[config.mk]
export PLATFORM = sky130hd
export DESIGN_NAME = tuner_pll_word_programmer_core
export DESIGN_NICKNAME = d
export VERILOG_FILES = /design/src/sv/tpwp_pkg.sv /design/src/sv/tuner_pll_word_programmer_core.sv /design/src/sv/tpwp_front.sv /design/src/sv/tpwp_queue.sv /design/src/sv/tpwp_back.sv
export SDC_FILE = /design/constraint.sdc
export NUM_CORES = 2
export LEC_CHECK = 0
export ABC_AREA = 1
export BUFFER_PORTS_ARGS = -buffer_cell sky130_fd_sc_hd__buf_2
export CAP_MARGIN = 5
export CORE_ASPECT_RATIO = 0.7
export CORE_UTILIZATION = 57
export DETAILED_ROUTE_END_ITERATION = 10
export PLACE_DENSITY = 0.74
export SYNTH_ARGS = -nofsm -noshare
export SYNTH_HDL_FRONTEND = slang
export SYNTH_SLANG_ARGS = --single-unit
[constraint.sdc]
create_clock -name clk -period 7.51 [get_ports clk]
set_input_delay 1.502 -clock clk [delete_from_list [all_inputs] [get_ports clk]]
set_output_delay 1.502 -clock clk [all_outputs]
set_load 0.1 [all_outputs]
[src/sv/tpwp_pkg.sv]
// Shared types, band tables and byte packing for the tuner PLL word programmer.
// No dependencies; every other file imports this package.
`timescale 1ns / 1ps

package tpwp_pkg;

    // Standard table
    localparam int NUM_STANDARDS = 8;
    localparam int STD_ROWS      = 8;
    localparam int STD_LIMIT     = (NUM_STANDARDS < STD_ROWS) ? NUM_STANDARDS : STD_ROWS;

    // Widths
    localparam int RF_W   = 30;        // rf_frequency_hz
    localparam int SI_W   = 3;         // standard_index
    localparam int F_W    = 31;        // LO frequency in Hz
    localparam int ROW_W  = 5;         // band row index
    localparam int N_W    = 12;        // divider bits kept
    localparam int X_W    = 36;        // LO << spd plus rounding half
    localparam int Y_W    = 32;        // X >> 4
    localparam int IDX_W  = 4;         // byte_index
    localparam int BYTE_W = 8;

    // Band tables
    localparam int ORIG_ROWS = 28;
    localparam int A_ROWS    = 25;
    localparam int MHZ       = 1000000;

    // round(v / 250000) = floor((v + 125000) / 16 / 15625); the last step is a
    // reciprocal multiply, exact for any 32-bit numerator.
    localparam int            ROUND_HALF  = 125000;
    localparam int            PRE_SHIFT   = 4;
    localparam int            RECIP_SHIFT = 44;
    localparam logic [30:0]   RECIP       = 31'd1125899907;   // ceil(2^44 / 15625)
    localparam int            PROD_W      = Y_W + 31;

    // Mode register codes
    localparam logic [1:0] TM_ORIG   = 2'd0;
    localparam logic [1:0] TM_ANALOG = 2'd1;
    localparam logic [1:0] TM_DVBT   = 2'd2;

    // Last byte positions
    localparam logic [IDX_W-1:0] LAST_ORIG = 4'd6;
    localparam logic [IDX_W-1:0] LAST_A    = 4'd12;

    typedef enum logic [1:0] {
        MODE_ORIG,
        MODE_ANALOG,
        MODE_DVBT
    } tpwp_mode_t;

    // One classified request, passed from front to back
    typedef struct packed {
        logic [F_W-1:0]   f_lo;
        tpwp_mode_t       mode;
        logic [ROW_W-1:0] row;
        logic             lpf;
    } tpwp_job_t;

    // Band row fields; A-variant rows leave bp and d15 at zero
    typedef struct packed {
        logic [2:0] spd;
        logic [1:0] svco;
        logic [2:0] sbs;
        logic [2:0] bp;
        logic [1:0] gc3;
        logic       d15;
    } tpwp_band_t;

    localparam logic [22:0] STD_IF_HZ [STD_ROWS] = '{
        23'd5750000, 23'd6750000, 23'd7750000, 23'd7750000,
        23'd7750000, 23'd7750000, 23'd1250000, 23'd4750000
    };
    localparam logic STD_LPF [STD_ROWS] = '{1'b1, 1'b0, 1'b0, 1'b0, 1'b0, 1'b0, 1'b0, 1'b0};

    // Original chip
    localparam logic [9:0] ORIG_LO [ORIG_ROWS] = '{
        10'd62,  10'd66,  10'd76,  10'd84,  10'd93,  10'd98,  10'd109, 10'd123,
        10'd133, 10'd151, 10'd154, 10'd181, 10'd185, 10'd217, 10'd244, 10'd265,
        10'd302, 10'd324, 10'd370, 10'd454, 10'd493, 10'd530, 10'd554, 10'd604,
        10'd696, 10'd740, 10'd820, 10'd865
    };
    localparam logic [1:0] ORIG_SPD [ORIG_ROWS] = '{
        2'd3, 2'd3, 2'd3, 2'd3, 2'd3, 2'd3, 2'd3, 2'd2, 2'd2, 2'd2, 2'd2, 2'd2, 2'd2, 2'd2,
        2'd1, 2'd1, 2'd1, 2'd1, 2'd1, 2'd1, 2'd0, 2'd0, 2'd0, 2'd0, 2'd0, 2'd0, 2'd0, 2'd0
    };
    localparam logic [1:0] ORIG_BS [ORIG_ROWS] = '{
        2'd2, 2'd3, 2'd1, 2'd2, 2'd2, 2'd3, 2'd3, 2'd2, 2'd3, 2'd1, 2'd2, 2'd2, 2'd2, 2'd3,
        2'd2, 2'd3, 2'd1, 2'd2, 2'd2, 2'd3, 2'd2, 2'd3, 2'd1, 2'd1, 2'd2, 2'd2, 2'd3, 2'd3
    };
    localparam logic [2:0] ORIG_BP [ORIG_ROWS] = '{
        3'd0, 3'd0, 3'd0, 3'd0, 3'd0, 3'd0, 3'd1, 3'd1, 3'd1, 3'd1, 3'd1, 3'd1, 3'd2, 3'd2,
        3'd2, 3'd2, 3'd2, 3'd2, 3'd3, 3'd3, 3'd3, 3'd3, 3'd3, 3'd4, 3'd4, 3'd4, 3'd4, 3'd4
    };
    localparam logic [1:0] ORIG_GC3 [ORIG_ROWS] = '{
        2'd3, 2'd3, 2'd3, 2'd3, 2'd1, 2'd1, 2'd1, 2'd1, 2'd1, 2'd1, 2'd1, 2'd0, 2'd1, 2'd1,
        2'd1, 2'd1, 2'd1, 2'd1, 2'd1, 2'd1, 2'd1, 2'd1, 2'd1, 2'd0, 2'd0, 2'd0, 2'd0, 2'd0
    };
    localparam logic ORIG_D15 [ORIG_ROWS] = '{
        1'b1, 1'b1, 1'b0, 1'b0, 1'b0, 1'b0, 1'b0, 1'b1, 1'b1, 1'b0, 1'b0, 1'b0, 1'b0, 1'b0,
        1'b1, 1'b1, 1'b0, 1'b0, 1'b0, 1'b0, 1'b1, 1'b1, 1'b0, 1'b0, 1'b0, 1'b0, 1'b0, 1'b0
    };

    // A-variant, analog TV
    localparam logic [9:0] AV_LO [A_ROWS] = '{
        10'd56,  10'd67,  10'd81,  10'd97,  10'd113, 10'd134, 10'd154, 10'd162, 10'd183,
        10'd195, 10'd227, 10'd269, 10'd325, 10'd390, 10'd455, 10'd520, 10'd538, 10'd554,
        10'd620, 10'd650, 10'd700, 10'd780, 10'd820, 10'd870, 10'd911
    };
    localparam logic [1:0] AV_SVCO [A_ROWS] = '{
        2'd3, 2'd0, 2'd1, 2'd2, 2'd3, 2'd0, 2'd1, 2'd1, 2'd2, 2'd2, 2'd3, 2'd0, 2'd1,
        2'd2, 2'd3, 2'd0, 2'd0, 2'd1, 2'd1, 2'd1, 2'd2, 2'd2, 2'd3, 2'd3, 2'd3
    };
    localparam logic [2:0] AV_SPD [A_ROWS] = '{
        3'd4, 3'd3, 3'd3, 3'd3, 3'd3, 3'd2, 3'd2, 3'd2, 3'd2, 3'd2, 3'd2, 3'd1, 3'd1,
        3'd1, 3'd1, 3'd0, 3'd0, 3'd0, 3'd0, 3'd0, 3'd0, 3'd0, 3'd0, 3'd0, 3'd0
    };
    localparam logic [2:0] AV_SBS [A_ROWS] = '{
        3'd0, 3'd0, 3'd0, 3'd0, 3'd1, 3'd1, 3'd1, 3'd1, 3'd1, 3'd2, 3'd2, 3'd2, 3'd2,
        3'd3, 3'd3, 3'd3, 3'd3, 3'd3, 3'd4, 3'd4, 3'd4, 3'd4, 3'd4, 3'd4, 3'd4
    };
    localparam logic [1:0] AV_GC3 [A_ROWS] = '{
        2'd3, 2'd3, 2'd3, 2'd3, 2'd1, 2'd1, 2'd1, 2'd1, 2'd1, 2'd1, 2'd3, 2'd3, 2'd1,
        2'd3, 2'd3, 2'd1, 2'd1, 2'd1, 2'd0, 2'd0, 2'd0, 2'd0, 2'd0, 2'd0, 2'd0
    };

    // A-variant, DVB-T
    localparam logic [9:0] DV_LO [A_ROWS] = '{
        10'd57,  10'd67,  10'd81,  10'd98,  10'd114, 10'd135, 10'd154, 10'd163, 10'd183,
        10'd195, 10'd228, 10'd269, 10'd290, 10'd325, 10'd390, 10'd455, 10'd520, 10'd538,
        10'd550, 10'd620, 10'd650, 10'd700, 10'd780, 10'd820, 10'd870
    };
    localparam logic [1:0] DV_SVCO [A_ROWS] = '{
        2'd3, 2'd0, 2'd1, 2'd2, 2'd3, 2'd0, 2'd1, 2'd1, 2'd2, 2'd2, 2'd3, 2'd0, 2'd1,
        2'd1, 2'd2, 2'd3, 2'd0, 2'd0, 2'd1, 2'd1, 2'd1, 2'd2, 2'd2, 2'd3, 2'd3
    };
    localparam logic [2:0] DV_SPD [A_ROWS] = '{
        3'd4, 3'd3, 3'd3, 3'd3, 3'd3, 3'd2, 3'd2, 3'd2, 3'd2, 3'd2, 3'd2, 3'd1, 3'd1,
        3'd1, 3'd1, 3'd1, 3'd0, 3'd0, 3'd0, 3'd0, 3'd0, 3'd0, 3'd0, 3'd0, 3'd0
    };
    localparam logic [2:0] DV_SBS [A_ROWS] = '{
        3'd0, 3'd0, 3'd0, 3'd0, 3'd1, 3'd1, 3'd1, 3'd1, 3'd1, 3'd2, 3'd2, 3'd2, 3'd2,
        3'd3, 3'd3, 3'd3, 3'd3, 3'd3, 3'd3, 3'd4, 3'd4, 3'd4, 3'd4, 3'd4, 3'd4
    };
    localparam logic [1:0] DV_GC3 [A_ROWS] = '{
        2'd1, 2'd1, 2'd1, 2'd1, 2'd1, 2'd1, 2'd1, 2'd1, 2'd1, 2'd1, 2'd1, 2'd1, 2'd1,
        2'd1, 2'd1, 2'd1, 2'd1, 2'd1, 2'd1, 2'd0, 2'd0, 2'd0, 2'd0, 2'd0, 2'd0
    };

    // First row whose upper limit is not exceeded, last row otherwise.
    // Compares are against constants and run in parallel.
    function automatic logic [ROW_W-1:0] tpwp_find_row(input tpwp_mode_t mode,
                                                       input logic [F_W-1:0] f);
        logic [ROW_W-1:0] idx_orig;
        logic [ROW_W-1:0] idx_av;
        logic [ROW_W-1:0] idx_dv;
        logic [ROW_W-1:0] idx;
        idx_orig = ROW_W'(ORIG_ROWS - 1);
        for (int r = ORIG_ROWS - 2; r >= 0; r--)
        begin
            if (f <= F_W'(ORIG_LO[r]) * F_W'(MHZ))
                idx_orig = ROW_W'(r);
        end
        idx_av = ROW_W'(A_ROWS - 1);
        idx_dv = ROW_W'(A_ROWS - 1);
        for (int r = A_ROWS - 2; r >= 0; r--)
        begin
            if (f <= F_W'(AV_LO[r]) * F_W'(MHZ))
                idx_av = ROW_W'(r);
            if (f <= F_W'(DV_LO[r]) * F_W'(MHZ))
                idx_dv = ROW_W'(r);
        end
        case (mode)
            MODE_ANALOG: idx = idx_av;
            MODE_DVBT:   idx = idx_dv;
            default:     idx = idx_orig;
        endcase
        return idx;
    endfunction

    function automatic tpwp_band_t tpwp_band(input tpwp_mode_t mode,
                                             input logic [ROW_W-1:0] row);
        tpwp_band_t b;
        b = '0;
        case (mode)
            MODE_ANALOG:
            begin
                b.spd  = AV_SPD[row];
                b.svco = AV_SVCO[row];
                b.sbs  = AV_SBS[row];
                b.gc3  = AV_GC3[row];
            end
            MODE_DVBT:
            begin
                b.spd  = DV_SPD[row];
                b.svco = DV_SVCO[row];
                b.sbs  = DV_SBS[row];
                b.gc3  = DV_GC3[row];
            end
            default:
            begin
                b.spd  = {1'b0, ORIG_SPD[row]};
                b.sbs  = {1'b0, ORIG_BS[row]};
                b.bp   = ORIG_BP[row];
                b.gc3  = ORIG_GC3[row];
                b.d15  = ORIG_D15[row];
            end
        endcase
        return b;
    endfunction

    // Channel register byte k of a run
    function automatic logic [BYTE_W-1:0] tpwp_byte(input tpwp_mode_t mode,
                                                    input logic lpf,
                                                    input tpwp_band_t b,
                                                    input logic [N_W-1:0] n,
                                                    input logic [IDX_W-1:0] k);
        logic [BYTE_W-1:0] v;
        logic              dvb;
        dvb = (mode == MODE_DVBT);
        case (k)
            4'd0: v = {2'b00, n[11:6]};
            4'd1: v = {n[5:0], 2'b00};
            default: v = 8'h00;
        endcase
        if (mode == MODE_ORIG)
        begin
            case (k)
                4'd2: v = 8'h40;
                4'd3: v = lpf ? 8'h72 : 8'h52;
                4'd4: v = {b.spd[1:0], b.d15, b.sbs[1:0], b.bp};
                4'd5: v = 8'h8F | {2'b00, b.gc3, 4'h0};
                4'd6: v = 8'h8F;
                default: ;
            endcase
        end
        else
        begin
            case (k)
                4'd2:  v = 8'h00;
                4'd3:  v = 8'h16;
                4'd4:  v = {b.spd, b.svco, b.sbs};
                4'd5:  v = (dvb ? 8'h40 : 8'h80) | {2'b00, b.gc3, 4'h0} | 8'h0B;
                4'd6:  v = 8'h0C;
                4'd7:  v = dvb ? 8'h06 : 8'h04;
                4'd8:  v = dvb ? 8'h24 : 8'h20;
                4'd9:  v = 8'hFF;
                4'd10: v = dvb ? 8'h60 : 8'hE0;
                4'd11: v = 8'h00;
                4'd12: v = lpf ? 8'h3B : 8'h39;
                default: ;
            endcase
        end
        return v;
    endfunction

endpackage

[src/sv/tuner_pll_word_programmer_core.sv]
// Top level of the tuner PLL word programmer: mode register, front, queue, back.
// Depends on tpwp_pkg, tpwp_front, tpwp_queue and tpwp_back.
`timescale 1ns / 1ps

// Each request (RF frequency in Hz plus a video standard index) yields one run of
// channel register bytes, one byte per output transfer: 7 bytes when tuner_mode is 0
// (or the unused code 3), 13 bytes in either A-variant mode (1 analog, 2 DVB-T).
// byte_index counts from the first divider register and last_byte marks the end of
// the run. The byte emitter sends one byte per cycle while out_stall is low and
// sets the sustained rate. On its way to the first byte a request passes the
// input register and band search, the queue, the rounding shift, the reciprocal
// multiply, the emitter and the output register. A two-entry queue
// sits between the band search and the divider pipeline, so new requests keep
// being taken while an earlier run is still going out. Divider is
// round(2^spd * f_lo / 250000) with halves rounded up; only its low 12 bits are
// used. tuner_mode sits at APB address 0 (bits 1:0), resets to 0 and should be
// written only while no run is pending.
module tuner_pll_word_programmer_core (
    input  logic                        clk,
    input  logic                        rst_n,
    // APB config port
    input  logic                        psel,
    input  logic                        penable,
    input  logic                        pwrite,
    input  logic [2:0]                  paddr,
    input  logic [31:0]                 pwdata,
    output logic [31:0]                 prdata,
    output logic                        pready,
    // Request channel
    input  logic                        in_valid,
    output logic                        in_stall,
    input  logic [tpwp_pkg::RF_W-1:0]   rf_frequency_hz,
    input  logic [tpwp_pkg::SI_W-1:0]   standard_index,
    // Byte channel
    output logic                        out_valid,
    input  logic                        out_stall,
    output logic [tpwp_pkg::IDX_W-1:0]  byte_index,
    output logic [tpwp_pkg::BYTE_W-1:0] byte_value,
    output logic                        last_byte
);
    import tpwp_pkg::*;

    logic [1:0] tuner_mode_reg, tuner_mode_next;
    logic       cfg_wr;
    logic       push, pop, q_full, head_valid;
    tpwp_job_t  push_job, head_job;

    // Register decode on paddr[2]: only register 0 exists
    assign pready = 1'b1;
    assign cfg_wr = psel && penable && pwrite && (paddr[2] == 1'b0);
    assign prdata = (paddr[2] == 1'b0) ? {30'd0, tuner_mode_reg} : 32'd0;

    assign tuner_mode_next = cfg_wr ? pwdata[1:0] : tuner_mode_reg;

    always_ff @(posedge clk or negedge rst_n)
    begin
        if (!rst_n)
            tuner_mode_reg <= TM_ORIG;
        else
            tuner_mode_reg <= tuner_mode_next;
    end

    tpwp_front u_front (
        .clk             (clk),
        .rst_n           (rst_n),
        .in_valid        (in_valid),
        .in_stall        (in_stall),
        .rf_frequency_hz (rf_frequency_hz),
        .standard_index  (standard_index),
        .tuner_mode      (tuner_mode_reg),
        .push            (push),
        .push_job        (push_job),
        .q_full          (q_full)
    );

    tpwp_queue u_queue (
        .clk        (clk),
        .rst_n      (rst_n),
        .push       (push),
        .push_job   (push_job),
        .full       (q_full),
        .pop        (pop),
        .head_valid (head_valid),
        .head_job   (head_job)
    );

    tpwp_back u_back (
        .clk        (clk),
        .rst_n      (rst_n),
        .head_valid (head_valid),
        .head_job   (head_job),
        .pop        (pop),
        .out_valid  (out_valid),
        .out_stall  (out_stall),
        .byte_index (byte_index),
        .byte_value (byte_value),
        .last_byte  (last_byte)
    );

    // Runs end only at position 6 or 12
    a_last_pos: assert property (@(posedge clk) disable iff (!rst_n)
        out_valid && last_byte |-> (byte_index == LAST_ORIG || byte_index == LAST_A))
        else $error("last byte at wrong position");

    // Inside a run bytes go out back to back with consecutive indexes
    a_run_gapless: assert property (@(posedge clk) disable iff (!rst_n)
        out_valid && !out_stall && !last_byte |=>
            out_valid && byte_index == $past(byte_index) + 4'd1)
        else $error("gap or skip inside a byte run");

    // Output only drains after the final byte of a run
    a_drain_at_end: assert property (@(posedge clk) disable iff (!rst_n)
        $fell(out_valid) |-> $past(last_byte))
        else $error("output went idle mid-run");

    // The queue is never pushed while full
    a_no_overflow: assert property (@(posedge clk) disable iff (!rst_n)
        !(push && q_full))
        else $error("job queue overflow");

endmodule

[src/sv/tpwp_front.sv]
// Front end: takes requests, forms the LO frequency and picks the band row.
// Depends on tpwp_pkg; pushes classified jobs into tpwp_queue.
`timescale 1ns / 1ps

module tpwp_front (
    input  logic                      clk,
    input  logic                      rst_n,
    input  logic                      in_valid,
    output logic                      in_stall,
    input  logic [tpwp_pkg::RF_W-1:0] rf_frequency_hz,
    input  logic [tpwp_pkg::SI_W-1:0] standard_index,
    input  logic [1:0]                tuner_mode,
    output logic                      push,
    output tpwp_pkg::tpwp_job_t       push_job,
    input  logic                      q_full
);
    import tpwp_pkg::*;

    logic             valid_reg, valid_next;
    logic [F_W-1:0]   f_lo_reg;
    logic             lpf_reg;
    logic [SI_W-1:0]  si;
    logic             accept;
    tpwp_mode_t       mode;

    // Clamp the standard to the usable rows
    always_comb
    begin
        si = standard_index;
        if ({1'b0, standard_index} >= (SI_W + 1)'(STD_LIMIT))
            si = SI_W'(STD_LIMIT - 1);
    end

    assign in_stall = valid_reg && q_full;
    assign accept   = in_valid && !in_stall;
    assign push     = valid_reg && !q_full;

    always_comb
    begin
        valid_next = valid_reg;
        if (accept)
            valid_next = 1'b1;
        else if (push)
            valid_next = 1'b0;
    end

    always_ff @(posedge clk or negedge rst_n)
    begin
        if (!rst_n)
            valid_reg <= 1'b0;
        else
            valid_reg <= valid_next;
    end

    always_ff @(posedge clk)
    begin
        if (accept)
        begin
            f_lo_reg <= F_W'(rf_frequency_hz) + F_W'(STD_IF_HZ[si]);
            lpf_reg  <= STD_LPF[si];
        end
    end

    always_comb
    begin
        case (tuner_mode)
            TM_ANALOG: mode = MODE_ANALOG;
            TM_DVBT:   mode = MODE_DVBT;
            default:   mode = MODE_ORIG;
        endcase
    end

    always_comb
    begin
        push_job.f_lo = f_lo_reg;
        push_job.mode = mode;
        push_job.row  = tpwp_find_row(mode, f_lo_reg);
        push_job.lpf  = lpf_reg;
    end

endmodule

[src/sv/tpwp_queue.sv]
// Two-entry job queue between front and back.
// Depends on tpwp_pkg for the job type.
`timescale 1ns / 1ps

module tpwp_queue (
    input  logic                clk,
    input  logic                rst_n,
    input  logic                push,
    input  tpwp_pkg::tpwp_job_t push_job,
    output logic                full,
    input  logic                pop,
    output logic                head_valid,
    output tpwp_pkg::tpwp_job_t head_job
);
    import tpwp_pkg::*;

    tpwp_job_t  mem_reg [2];
    logic       wr_ptr_reg, wr_ptr_next;
    logic       rd_ptr_reg, rd_ptr_next;
    logic [1:0] count_reg, count_next;

    assign full       = (count_reg == 2'd2);
    assign head_valid = (count_reg != 2'd0);
    assign head_job   = mem_reg[rd_ptr_reg];

    always_comb
    begin
        wr_ptr_next = push ? !wr_ptr_reg : wr_ptr_reg;
        rd_ptr_next = pop ? !rd_ptr_reg : rd_ptr_reg;
        count_next  = count_reg;
        if (push && !pop)
            count_next = count_reg + 2'd1;
        else if (pop && !push)
            count_next = count_reg - 2'd1;
    end

    always_ff @(posedge clk or negedge rst_n)
    begin
        if (!rst_n)
        begin
            wr_ptr_reg <= 1'b0;
            rd_ptr_reg <= 1'b0;
            count_reg  <= 2'd0;
        end
        else
        begin
            wr_ptr_reg <= wr_ptr_next;
            rd_ptr_reg <= rd_ptr_next;
            count_reg  <= count_next;
        end
    end

    always_ff @(posedge clk)
    begin
        if (push)
            mem_reg[wr_ptr_reg] <= push_job;
    end

endmodule

[src/sv/tpwp_back.sv]
// Back end: divider pipeline (shift/round, reciprocal multiply) and byte emitter.
// Depends on tpwp_pkg; pops jobs from tpwp_queue.
`timescale 1ns / 1ps

module tpwp_back (
    input  logic                        clk,
    input  logic                        rst_n,
    input  logic                        head_valid,
    input  tpwp_pkg::tpwp_job_t         head_job,
    output logic                        pop,
    output logic                        out_valid,
    input  logic                        out_stall,
    output logic [tpwp_pkg::IDX_W-1:0]  byte_index,
    output logic [tpwp_pkg::BYTE_W-1:0] byte_value,
    output logic                        last_byte
);
    import tpwp_pkg::*;

    // Stage A: scaled, rounded, pre-shifted numerator
    logic              a_valid_reg, a_valid_next;
    tpwp_job_t         a_job_reg;
    logic [Y_W-1:0]    a_y_reg;
    // Stage B: divider word
    logic              b_valid_reg, b_valid_next;
    tpwp_job_t         b_job_reg;
    logic [N_W-1:0]    b_n_reg;
    // Emitter
    logic              e_valid_reg, e_valid_next;
    tpwp_job_t         e_job_reg;
    logic [N_W-1:0]    e_n_reg;
    logic [IDX_W-1:0]  e_cnt_reg, e_cnt_next;
    // Output register
    logic              o_valid_reg, o_valid_next;
    logic [IDX_W-1:0]  o_idx_reg;
    logic [BYTE_W-1:0] o_val_reg;
    logic              o_last_reg;

    tpwp_band_t        head_band;
    logic [X_W-1:0]    x;
    logic [PROD_W-1:0] prod;
    logic              out_load, e_last, e_free, b_move, a_move;

    assign head_band = tpwp_band(head_job.mode, head_job.row);
    assign x = (X_W'(head_job.f_lo) << head_band.spd) + X_W'(ROUND_HALF);
    assign prod = PROD_W'(a_y_reg) * PROD_W'(RECIP);

    assign out_load = e_valid_reg && (!o_valid_reg || !out_stall);
    assign e_last   = (e_cnt_reg == ((e_job_reg.mode == MODE_ORIG) ? LAST_ORIG : LAST_A));
    assign e_free   = !e_valid_reg || (out_load && e_last);
    assign b_move   = b_valid_reg && e_free;
    assign a_move   = a_valid_reg && (!b_valid_reg || b_move);
    assign pop      = head_valid && (!a_valid_reg || a_move);

    always_comb
    begin
        a_valid_next = pop ? 1'b1 : (a_move ? 1'b0 : a_valid_reg);
        b_valid_next = a_move ? 1'b1 : (b_move ? 1'b0 : b_valid_reg);
        e_valid_next = b_move ? 1'b1 : ((out_load && e_last) ? 1'b0 : e_valid_reg);
        e_cnt_next   = e_cnt_reg;
        if (b_move)
            e_cnt_next = '0;
        else if (out_load)
            e_cnt_next = e_cnt_reg + 4'd1;
        o_valid_next = out_load ? 1'b1 : ((o_valid_reg && !out_stall) ? 1'b0 : o_valid_reg);
    end

    always_ff @(posedge clk or negedge rst_n)
    begin
        if (!rst_n)
        begin
            a_valid_reg <= 1'b0;
            b_valid_reg <= 1'b0;
            e_valid_reg <= 1'b0;
            e_cnt_reg   <= '0;
            o_valid_reg <= 1'b0;
        end
        else
        begin
            a_valid_reg <= a_valid_next;
            b_valid_reg <= b_valid_next;
            e_valid_reg <= e_valid_next;
            e_cnt_reg   <= e_cnt_next;
            o_valid_reg <= o_valid_next;
        end
    end

    always_ff @(posedge clk)
    begin
        if (pop)
        begin
            a_job_reg <= head_job;
            a_y_reg   <= x[X_W-1:PRE_SHIFT];
        end
        if (a_move)
        begin
            b_job_reg <= a_job_reg;
            b_n_reg   <= prod[RECIP_SHIFT + N_W - 1:RECIP_SHIFT];
        end
        if (b_move)
        begin
            e_job_reg <= b_job_reg;
            e_n_reg   <= b_n_reg;
        end
        if (out_load)
        begin
            o_idx_reg  <= e_cnt_reg;
            o_val_reg  <= tpwp_byte(e_job_reg.mode, e_job_reg.lpf,
                                    tpwp_band(e_job_reg.mode, e_job_reg.row),
                                    e_n_reg, e_cnt_reg);
            o_last_reg <= e_last;
        end
    end

    assign out_valid  = o_valid_reg;
    assign byte_index = o_idx_reg;
    assign byte_value = o_val_reg;
    assign last_byte  = o_last_reg;

endmodule
Word-level counts from Yosys, hierarchy flattened --
Memories as Yosys holds them, arrays and structs flattened. A register that Yosys moved wholly into a read port is not among the register bits. Cells that the tools add are included.
Word-level totals: register bits 139, bits in writable memories 78, memory bits (read-only) 1408, input bits 75, output and inout bits 48, logic and storage cells 325, memories 19
Cells by class: add/subtract/negate cells 5, multiply operators 1, $lt $le $gt $ge 58, eq/ne operators 22, shift operators 1, muxes and demuxes 147, bitwise gates (word level) 5, reduce and logical (&&, ||, !) cells 41
Memory list:
- (name not given) | words 8, bits a word 23, read ports 1, clocked after memory_dff 0, write ports 0, RTL line tpwp_front.sv:59 | f_lo_reg <= F_W'(rf_frequency_hz) + F_W'(STD_IF_HZ[si]);
- (name not given) | words 32, bits a word 3, read ports 1, clocked after memory_dff 0, write ports 0, RTL line tpwp_pkg.sv:187 | b.spd = AV_SPD[row];
- (name not given) | words 32, bits a word 3, read ports 1, clocked after memory_dff 0, write ports 0, RTL line tpwp_pkg.sv:194 | b.spd = DV_SPD[row];
- (name not given) | words 32, bits a word 3, read ports 1, clocked after memory_dff 0, write ports 0, RTL line tpwp_pkg.sv:187
- (name not given) | words 32, bits a word 3, read ports 1, clocked after memory_dff 0, write ports 0, RTL line tpwp_pkg.sv:189 | b.sbs = AV_SBS[row];
- (name not given) | words 32, bits a word 3, read ports 1, clocked after memory_dff 0, write ports 0, RTL line tpwp_pkg.sv:194
- +13 memories
Operators with widths (count):
- $le A31 B28 Y1 const B | 14
- $le A31 B27 Y1 const B | 12
- $le A31 B29 Y1 const B | 12
- $le A31 B30 Y1 const B | 12
- $mux W5 | 48
- $le A31 B26 Y1 const B | 5
- $mux W4 | 27
- $pmux W8 S10 | 1
- $mul A32 B31 Y56 const B | 1
- $mux W2 | 24
- $mux W3 | 16
- $mux W23 | 2
- $pmux W8 S5 | 1
- $add A36 B17 Y36 const B | 1
- $shl A31 B3 Y36 | 1
- $add A30 B23 Y31 | 1
- $mux W8 | 3
- $eq A4 B4 Y1 const B | 5
- $pmux W3 S2 | 3
- $eq A4 B3 Y1 const B | 4
- $mux W1 | 16
- $pmux W8 S2 | 1
- $reduce_bool A2 Y1 | 8
- $logic_and A1 B1 Y1 | 14
- 22 further kinds | 48

Depth between registers and ports, before layout --
word-level depth 29, mapped depth 37, mapped depth without buffers 35

Hierarchy --
From an unflattened synthesis, not the netlist that was laid out.
Unflattened totals: cell total of the unflattened synthesis 4044, area, all modules 33200.6 um2
Modules (own cells, without submodules):
- tpwp_back | times used 1, cells an instance 2594, area each 22861.9 um2, sequential area each 2992.9 um2
- tpwp_front | times used 1, cells an instance 1254, area each 6954.2 um2, sequential area each 985.9 um2
- tpwp_queue | times used 1, cells an instance 146, area each 3032.9 um2, sequential area each 2442.3 um2
- tuner_pll_word_programmer_core | times used 1, cells an instance 50, area each 351.6 um2, sequential area each 50.0 um2

Worst setup path after synthesis --
No wires, ideal clock.
kind register to register, start reg u_back.a_y_reg[19], end reg u_back.b_n_reg[10] (data pin), setup time 0.271 ns, arrival 6.144 ns, required time 7.239 ns, slack 1.095 ns, stages on the path, launching flop included 19, buffers on the path 0, clock period less this slack 6.415 ns, path through edfxtp_1 fa_1 fa_1 fa_1 fa_1 inv_1 fa_1 fa_1 inv_1 fa_1 fa_1 ha_1 a21oi_1 o21ai_0 a221oi_1 o2111ai_1 a21o_1 a221oi_1 xor2_1
Between the ends: cells in the longest elaborated chain, start to end 1
RTL lines:
- start, declared | RTL line tpwp_back.sv:22 | logic [Y_W-1:0] a_y_reg;
- start signal, assigned | RTL line tpwp_back.sv:92 | a_y_reg <= x[X_W-1:PRE_SHIFT];
- $mul A32 B31 Y56 | RTL line tpwp_back.sv:45 | assign prod = PROD_W'(a_y_reg) * PROD_W'(RECIP);
- named net u_back.prod[54] | RTL line tpwp_back.sv:40 | logic [PROD_W-1:0] prod;
- end signal, assigned | RTL line tpwp_back.sv:97 | b_n_reg <= prod[RECIP_SHIFT + N_W - 1:RECIP_SHIFT];
- end, declared | RTL line tpwp_back.sv:26 | logic [N_W-1:0] b_n_reg;
The timed path passes the listed nets, and every way through them passes these cells. A chain may end at the register's enable or synchronous reset.

Worst setup path after layout --
start reg u_back.a_y_reg[10], end reg u_back.b_n_reg[10] (data pin)
The elaborated chain is that of the path after synthesis.

==> run_results.csv <==
group,metric,value,unit
run_status,status,"finished, final reports clean",
route,vias,29400,
cts,clk_path_buf_depth,3,
cts,cts.sinks,218,
setup_path,path_common_cell,"fa_1",
setup_path,crit_chain,"fa_1 -> fa_1 -> fa_1 -> fa_1 -> ha_1 -> inv_1 -> fa_1 -> inv_1 -> fa_1 -> fa_1 -> ha_1 -> a21oi_1 -> o21ai_0 -> a21oi_1 -> o21ai_0 -> nand2_1 -> o2111ai_1 -> a21o_1 -> a221oi_1 -> xor2_1",
floorplanning,ios,123,
cts,root_buffer,"clkbuf_16",
sta,setup_viol,0,
synth,netlist.area_leader.share,24.4,%
setup_path,critPathSlowestCell,"edfxtp_1",
synth,synth_edf_count,203,
final_layout,areaGrowthSynthToFinish,6.75,%
floorplanning,std_cell_rows,72,
placed_design,dpl.hpwl,111000,um
synth,ys.flop_type,"edfxtp_1",
synth,yosys.area.top_type,"fa_1",
final_layout,num_antenna_cells,0,
final_layout,nets,4793,
min_path,holdPathStages,0,
route,postRouteAntennaNets,0,
floorplanning,die_area,0.0574,sq mm
setup_path,cp_max_fo,10,
placed_design,port_buffers,59,
synth,async_flop_share,6.88,%
cts,clk_pin_slew,80,ps
min_path,min_path_type,"reg -> reg",
setup_path,reg2reg_from,"u_back.a_y_reg[10]",
setup_path,regToRegEndpoint,"u_back.b_n_reg[10]",
sta,rsz0062_at_grt,"false",
synth,synthCells,3870,
route,drc,0,
synth,synth_warnings,0,
synth,synthesis.area,0.0322,sq mm
setup_path,critical_path_class,"reg -> reg",
min_path,min_to,"u_back.b_job_reg[5]",
global_route,grt_pass1_wl,188000,um
cts,htreeDepth,1,
sta,hold_viol,0,
route,drt_iter0_drc,4305,
route,routed_wl,131000,um
global_route,grt_pass1_vias,28300,
final_layout,final_cell_mix,"inv_1, nand2_1, fa_1",
setup_path,cp.required,7820,ps
cts,cts_tree,"done",
sta,tns,0,ps
placed_design,placedCellCount,4671,
placed_design,place_congestion,1.16,
sta,fmax,0.135,GHz
floorplanning,chipHeight,201,um
setup_path,rr_worst_depth,20,
cts,numCtsBuffers,23,
setup_path,max_stage_delay,850,ps
route,wire_per_inst,27.7,um
synth,syn_avg_cell_area,8.31,sq um
global_route,grt_max_degree,49,
sta,clock_skew,20.1,ps
sta,fin_crit_sh,98.8,%
setup_path,setup.worst_path.end_class,"flip-flop",
sta,worst_pin_slew,1460,ps
route,first_pass_iters,9,
run,drv_cap,0,
global_route,grt-ovfl-total,0,
setup_path,rrSetupSlack,90,ps
synth,ys_seq_elements,218,
final_layout,drive_gt1_share,6.70,%
setup_path,cp.arrival,7730,ps
floorplanning,dieWidth,286,um
cts,clkLatencyLatePin,580,ps
final_layout,fin_cells,4725,
synth,ys_types,75,
synth,synth.area.top_cells,"fa_1, edfxtp_1, ha_1",
global_route,grt_usage,45.7,%
setup_path,critPathLaunchType,"flip-flop",
sta,min_period,7420,ps
min_path,hp-start,"u_back.a_job_reg[5]",
floorplanning,placeableCoreArea,0.0555,sq mm
setup_path,cp_top_family,"adder cells",
setup_path,timing.critical_path.buf_inv,2,
final_layout,final_common_cell,"inv_1",
sta,slew-limit-headroom,1.91,%
final_layout,largest_reg_flops,78,
global_route,antenna_found_initial,2,
route,viasPerCell,6.22,
placed_design,place_worst_setup_slack,289,ps
floorplanning,initial_core_util,58.0,%
sta,setup_ws,88.3,ps
sta,finalMaxSlewViolations,0,
sta,holdWs,407,ps
synth,synth_seq_area_share,20.1,%
-- what timing repair did --
action | in CTS | in global routing
hold buffers | 0 | 0
resized for setup | 0 | 1
setup buffers | 0 | 13
setup endpoints to repair | 0 | 1
-- stage by stage --
step                utilization, %  area [sq um]
CTS                           61.6         34200
global route                  61.9         34300
detailed placement            60.3         33400
finish                        61.9         34300
floorplan                        -         32300
global placement              60.3         33400
-- cells by family after synthesis --
group                      count (synthesis)  synth area share [%]
and+or+nand+nor                         1242                  16.4
adders and majority gates                749                  38.3
muxes                                     10                 0.311
xor gates and xnor gates                  75                  2.04
other                                      2                0.0234
DFF                                      218                  20.1
AOI/OAI and AO/OA                        559                  10.4
buffers and inverters                   1015                  12.4
-- how the worst max path moves through the flow --
stage	start	to	slack (ps)	depth (start not counted)
2_1_floorplan	u_back.a_y_reg[19]	u_back.b_n_reg[10]	1090	18
3_3_place_gp	u_back.a_y_reg[26]	u_back.b_n_reg[10]	290	20
3_5_place_dp	u_back.a_y_reg[26]	u_back.b_n_reg[10]	290	20
4_1_cts	u_back.a_y_reg[26]	u_back.b_n_reg[10]	230	20
5_1_grt	u_back.a_y_reg[28]	u_back.b_n_reg[10]	5	22
6_report	u_back.a_y_reg[10]	u_back.b_n_reg[10]	90	20
-- synth_stat cells (7+ instances only) --
cell type / number
o211ai_1: 16
nand2_2: 8
o21ai_1: 38
xor2_1: 55
a21oi_1: 165
mux2i_1: 10
nand3_1: 99
nand2_1: 622
o21a_1: 8
nor3_1: 66
edfxtp_1: 203
a211oi_1: 7
inv_2: 27
nand4_1: 43
buf_4: 34
dfrtp_1: 15
clkbuf_1: 33
o31ai_1: 8
xnor2_1: 20
or2_2: 17
nor2_1: 322
fa_1: 392
o21ai_2: 20
inv_1: 901
a31oi_1: 42
nor4_1: 35
ha_1: 357
a221oi_1: 8
buf_2: 10
o21ai_0: 168
a41oi_1: 9
-- final cells by class --
type / instances / area (sq um)
Fill cell: 4721 / 21200
Tap cell: 740 / 926
Inverter: 929 / 3490
Clock inverter: 14 / 169
Multi-Input combinational cell: 2666 / 21800
Sequential cell: 218 / 6470
Timing Repair Buffer: 131 / 861
Clock buffer: 27 / 591
-- per-layer routing --
metal / vias up / GRT usage [%] / part of all wire [%]
met5: - / 6.75 / 0.46
met4: 14 / 7.89 / 2.3
met3: 277 / 32.7 / 21
met2: 2423 / 54.5 / 35
met1: 14200 / 65.1 / 41
li1: 12500 / - / -
-- worst reg2reg max path: stages (launching register included) --
cell	delay, ps
edfxtp_1	850
fa_1	590
fa_1	590
fa_1	460
fa_1	480
ha_1	310
inv_1	60
fa_1	530
inv_1	60
fa_1	520
fa_1	780
ha_1	360
a21oi_1	210
o21ai_0	110
a21oi_1	150
o21ai_0	110
nand2_1	80
o2111ai_1	200
a21o_1	250
a221oi_1	340
xor2_1	130
Power is not shown: default switching activity piles up to over one toggle a cycle in this logic, so the estimate is an artifact.
